**src/hdl/pq_pkg.sv**
```systemverilog
// Shared types and constants for the palette color quantizer.
// Used by the cell, the top level and the port checker; depends on nothing.
package pq_pkg;

	localparam int PALETTE_ENTRIES = 8;
	localparam int CHAN_W          = 8;
	localparam int IDX_W           = 3;
	localparam int DIST_W          = 18;
	localparam int ENTRY_W         = 43;
	localparam int CFG_IDX_W       = 4;
	localparam int COLOR_W         = 3 * CHAN_W;
	localparam int LATENCY         = 2 * PALETTE_ENTRIES + 1;

	// Entry register layout.
	localparam int RED_LSB   = 0;
	localparam int GREEN_LSB = 8;
	localparam int BLUE_LSB  = 16;
	localparam int THR_LSB   = 24;
	localparam int VALID_BIT = 42;

	typedef struct packed {
		logic [CHAN_W-1:0] pixel_blue;
		logic [CHAN_W-1:0] pixel_green;
		logic [CHAN_W-1:0] pixel_red;
	} pixel_t;

	typedef struct packed {
		logic [CHAN_W-1:0] out_blue;
		logic [CHAN_W-1:0] out_green;
		logic [CHAN_W-1:0] out_red;
		logic [IDX_W-1:0]  chosen_index;
		logic              fell_back;
	} result_t;

	// What one request carries from cell to cell.
	typedef struct packed {
		logic               valid;
		pixel_t             pixel;
		logic [DIST_W-1:0]  best_d;
		logic [IDX_W-1:0]   best_idx;
		logic [DIST_W-1:0]  best_thr;
		logic [COLOR_W-1:0] best_color;
		logic [COLOR_W-1:0] base_color;
	} link_t;

endpackage

```
**src/hdl/pq_cell.sv**
```systemverilog
// One palette cell: holds one entry and compares the passing pixel against it.
// Depends on pq_pkg.
module pq_cell (
	input  logic                          clk,
	input  logic                          arst_n,
	input  logic                          wr_en,
	input  logic [pq_pkg::ENTRY_W-1:0]    wr_data,
	input  logic                          anchor,
	input  logic [pq_pkg::IDX_W-1:0]      my_index,
	input  pq_pkg::link_t                 link_in,
	output pq_pkg::link_t                 link_out
);

	logic [pq_pkg::ENTRY_W-1:0] entry_q;
	logic [pq_pkg::CHAN_W-1:0]  e_red;
	logic [pq_pkg::CHAN_W-1:0]  e_green;
	logic [pq_pkg::CHAN_W-1:0]  e_blue;
	logic [pq_pkg::CHAN_W-1:0]  d_red;
	logic [pq_pkg::CHAN_W-1:0]  d_green;
	logic [pq_pkg::CHAN_W-1:0]  d_blue;
	logic [2*pq_pkg::CHAN_W-1:0] sq_red_s1;
	logic [2*pq_pkg::CHAN_W-1:0] sq_green_s1;
	logic [2*pq_pkg::CHAN_W-1:0] sq_blue_s1;
	pq_pkg::link_t              link_s1;
	pq_pkg::link_t              link_s2;
	logic [pq_pkg::DIST_W-1:0]  sq_dist;
	logic                       searched;
	logic                       take;

	always_ff @(posedge clk or negedge arst_n) begin
		if (!arst_n) begin
			entry_q <= '0;
		end else if (wr_en) begin
			entry_q <= wr_data;
		end
	end

	assign e_red   = entry_q[pq_pkg::RED_LSB   +: pq_pkg::CHAN_W];
	assign e_green = entry_q[pq_pkg::GREEN_LSB +: pq_pkg::CHAN_W];
	assign e_blue  = entry_q[pq_pkg::BLUE_LSB  +: pq_pkg::CHAN_W];

	always_comb begin
		d_red   = (link_in.pixel.pixel_red > e_red) ? link_in.pixel.pixel_red - e_red
			: e_red - link_in.pixel.pixel_red;
		d_green = (link_in.pixel.pixel_green > e_green) ? link_in.pixel.pixel_green - e_green
			: e_green - link_in.pixel.pixel_green;
		d_blue  = (link_in.pixel.pixel_blue > e_blue) ? link_in.pixel.pixel_blue - e_blue
			: e_blue - link_in.pixel.pixel_blue;
	end

	// First half: the three channel squares.
	always_ff @(posedge clk or negedge arst_n) begin
		if (!arst_n) begin
			link_s1     <= '0;
			sq_red_s1   <= '0;
			sq_green_s1 <= '0;
			sq_blue_s1  <= '0;
		end else begin
			link_s1     <= link_in;
			sq_red_s1   <= d_red * d_red;
			sq_green_s1 <= d_green * d_green;
			sq_blue_s1  <= d_blue * d_blue;
		end
	end

	// Second half: sum, compare and keep the better entry. Only a strictly
	// smaller distance wins, so ties stay with the lower index.
	assign sq_dist = pq_pkg::DIST_W'(sq_red_s1) + pq_pkg::DIST_W'(sq_green_s1)
		+ pq_pkg::DIST_W'(sq_blue_s1);
	assign searched = anchor | entry_q[pq_pkg::VALID_BIT];
	assign take     = searched && (sq_dist < link_s1.best_d);

	always_ff @(posedge clk or negedge arst_n) begin
		if (!arst_n) begin
			link_s2 <= '0;
		end else begin
			link_s2.valid <= link_s1.valid;
			link_s2.pixel <= link_s1.pixel;
			if (take) begin
				link_s2.best_d     <= sq_dist;
				link_s2.best_idx   <= my_index;
				link_s2.best_thr   <= entry_q[pq_pkg::THR_LSB +: pq_pkg::DIST_W];
				link_s2.best_color <= entry_q[pq_pkg::COLOR_W-1:0];
			end else begin
				link_s2.best_d     <= link_s1.best_d;
				link_s2.best_idx   <= link_s1.best_idx;
				link_s2.best_thr   <= link_s1.best_thr;
				link_s2.best_color <= link_s1.best_color;
			end
			if (anchor) begin
				link_s2.base_color <= entry_q[pq_pkg::COLOR_W-1:0];
			end else begin
				link_s2.base_color <= link_s1.base_color;
			end
		end
	end

	assign link_out = link_s2;

endmodule

```
**config.mk**
```make
export PLATFORM = sky130hd
export DESIGN_NAME = pq_cell
export DESIGN_NICKNAME = d
export VERILOG_FILES = /design/src/hdl/pq_pkg.sv /design/src/hdl/pq_cell.sv
export SDC_FILE = /design/constraint.sdc
export NUM_CORES = 1
export LEC_CHECK = 0
export ABC_CLOCK_PERIOD_IN_PS = 7550
export BUFFER_PORTS_ARGS = -buffer_cell sky130_fd_sc_hd__buf_4
export CAP_MARGIN = 30
export CELL_PAD_IN_SITES_DETAIL_PLACEMENT = 0
export CELL_PAD_IN_SITES_GLOBAL_PLACEMENT = 1
export CORE_MARGIN = 4
export CORE_UTILIZATION = 46
export CTS_BUF_LIST = sky130_fd_sc_hd__clkbuf_4 sky130_fd_sc_hd__clkbuf_8 sky130_fd_sc_hd__clkbuf_16
export DETAILED_ROUTE_END_ITERATION = 7
export MAX_ROUTING_LAYER = met4
export PLACE_DENSITY = 0.86
export REMOVE_ABC_BUFFERS = 1
export SYNTH_ARGS = -nofsm -noshare
export SYNTH_HDL_FRONTEND = slang
export SYNTH_SLANG_ARGS = --single-unit
```
**constraint.sdc**
```tcl
create_clock -name clk -period 7.55 [get_ports clk]
set_input_delay 0 -clock clk [delete_from_list [all_inputs] [get_ports clk]]
set_output_delay 0 -clock clk [all_outputs]
set_load 0.05 [all_outputs]
```
==> impl_metrics.toml <==
[status]
outcome = "finished clean"

[cts]
cts_tree = "yes"
cts_setup_buffers = 0
clockBufferDepth = 3
cts_resized = 0
clock_latency_ps = 560
holdBufCountCts = 159
cts_buffers = 37
path_clk_slew_ps = 70
root_buffer = "clkbuf_16"
cts.sinks = 312
htree_levels = 2

[finish]
areaGrowthSynthToFinish_pct = 31.6
final_cell_count_no_fill = 2497
final_nets = 2379
drive_gt1_share_pct = 24.4

[global_route]
grt_max_degree = 103
grt_pass1_vias = 13037
groute.usage.overall_pct = 20.4
gr-total-overflow = 0
antenna_found_initial = 3
grt_pass1_wl_um = 66700

[sta]
post-route-min-period_ps = 6710
slew_headroom_pct = 36.3
rsz0062_at_grt = "false"
finalSetupViolCount = 0
clock_skew_ps = 17.6
fin_setup_tns_ps = 0
hold_viol = 0
drv_slew = 0
max_freq_mhz = 149
min_period_over_period_pct = 88.9
worst_pin_slew_ps = 929

[routing]
viasPerCell = 4.88
first_iter_violations = 409
wl_per_cell_um = 16.3
drt-total-wl_um = 40600
vias = 12196
ant_nets = 0
drcViolationCount = 0
first_pass_iters = 6

[synth]
synth_edf_count = 0
syn_area_per_cell_sq_um = 11.6
yosysTopAreaCell = "dfrtp_1"
ys_warn_count = 0
ys.flop_type = "dfrtp_1"
ys_ff_latch = 312
synth_area_sq_mm = 0.0175
async_reset_ff_share_pct = 100
yosys-top-cells-area = "dfrtp_1 (45%), ha_1 (12%), fa_1 (11%)"
ys_seq_area_share_pct = 44.7
synthCells = 1504
yosys.area.top_type_share_pct = 44.7
synthDistinctLibCells = 66

[critical_path]
worstPathRequired_ps = 7970
crit_path_start_kind = "register"
critical-path-slowest-cell = "fa_1"
slowest_delay_ps = 550
critPathTopFamily = "adder cells"
worstSetupEndpointType = "register"
cp_cell_sequence = "ha_1 -> nand2_2 -> or3b_4 -> a31oi_4 -> mux2i_1 -> xor2_2 -> or2_1 -> inv_1 -> fa_1 -> fa_1 -> inv_1 -> fa_1 -> fa_1 -> inv_1 -> ha_1 -> inv_1 -> nor2_1 -> o31a_1 -> o22ai_1 -> nor4b_1 -> or4b_1"
cp.arrival_ps = 7130
worstSetupPathType = "register to register"
critical_path.max_fanout = 10
critPathBufInv = 4

[floorplanning]
fp.dieArea_sq_mm = 0.0412
row_count = 71
initial_utilization_pct = 46.5
pin_count = 274
die_x_um = 203
core_sq_mm = 0.0376
die_h_um = 203

[hold_path]
hp-class = "primary input to register"

[placed_design]
portBuffers = 273
place_inst = 2264
finalWeightedCongestion = 0.856
dp_hpwl_um = 28000

[job]
cap_viol_max_count = 0
==> synthesized netlist by cell type, types with 17 or more instances <==
library cell    n
mux2_2         95
o21ai_0        58
nor3_1         17
a21oi_1        61
clkbuf_1       19
dfrtp_1       312
fa_1           97
xor2_1         26
a21o_1         34
nor2_1         95
inv_1         226
nand2_1        57
mux2i_1        24
xnor2_1        43
ha_1          166
==> layer usage <==
layer | up-vias | part of all wire (%) | global-route usage [%]
li1 | 5851 | - | -
met1 | 6012 | 43 | 26.1
met2 | 255 | 50 | 33.2
met3 | 78 | 4.3 | 4.06
met4 | 0 | 2.8 | 6.09
met5 | - | 0 | -
==> kinds of logic (layout without fill, tap and decap cells) <==
group	Yosys count	after routing	synth area share [%]
buffers and inverters	263	741	5.78
AND/OR/NAND/NOR	240	240	6.38
flip-flops	312	312	44.7
other	2	6	0.0430
multiplexers	119	119	7.49
XOR/XNOR	78	78	4.42
adder cells (fa/ha/maj)	263	263	23.0
AO/OA/AOI/OAI	227	227	8.24
==> state kept, by name (all words and copies together) (netlist names) <==
name / flops
sq_green_s1: 15
entry_q: 43
sq_blue_s1: 15
link_out: 112
sq_red_s1: 15
link_s1: 112
==> cell type report <==
type | count | area (sq um)
antenna | 3 | 7.51
clock buffer | 55 | 1100
clock inverter | 13 | 121
fill | 2927 | 14600
inverter | 229 | 860
multi-input combinational | 930 | 8690
sequential | 312 | 7810
tap | 511 | 639
timing repair buffer | 444 | 3780
==> path summary, 6_finish.rpt <==
path,start,endpoint,slack [ps],cells past startpoint
setup / recovery,entry_q[21],sq_blue_s1[12],840,21
hold reg to reg,link_s1[95],link_out[95],340,0
setup reg to reg,entry_q[21],sq_blue_s1[12],840,21
min in group asynchronous,arst_n,link_out[111],70,2
hold / removal,anchor,link_out[12],20,2
max in group asynchronous,arst_n,link_out[34],6250,3
==> layout by cell type (no fill, tap or decap), types with 9 or more instances in the layout <==
master and instances:
a211oi_1 10, a21o_1 34, a21oi_1 61, a31oi_1 13, buf_4 282, clkbuf_16 37, clkbuf_4 11, dfrtp_1 312
dlygate4sd3_1 159, fa_1 97, ha_1 166, inv_1 226, mux2_2 95, mux2i_1 24, nand2_1 57, nand3_1 9
nor2_1 95, nor3_1 17, o21a_1 10, o21ai_0 58, o21bai_1 9, or2_2 10, xnor2_1 43, xor2_1 26
==> metrics by stage <==
stage	setup WS [ps]	utilization [%]	area, sq um	hold WS [ps]
floorplan	510	-	17300	-296
global placement	1100	53.5	20100	71.9
detailed placement	870	53.5	20100	83.9
CTS	842	61.0	22900	17.3
global route	501	61.2	23000	20.0
finish	841	61.2	23000	18.5
Power is not shown: default switching activity piles up to over one toggle a cycle in this logic, so the estimate is an artifact.
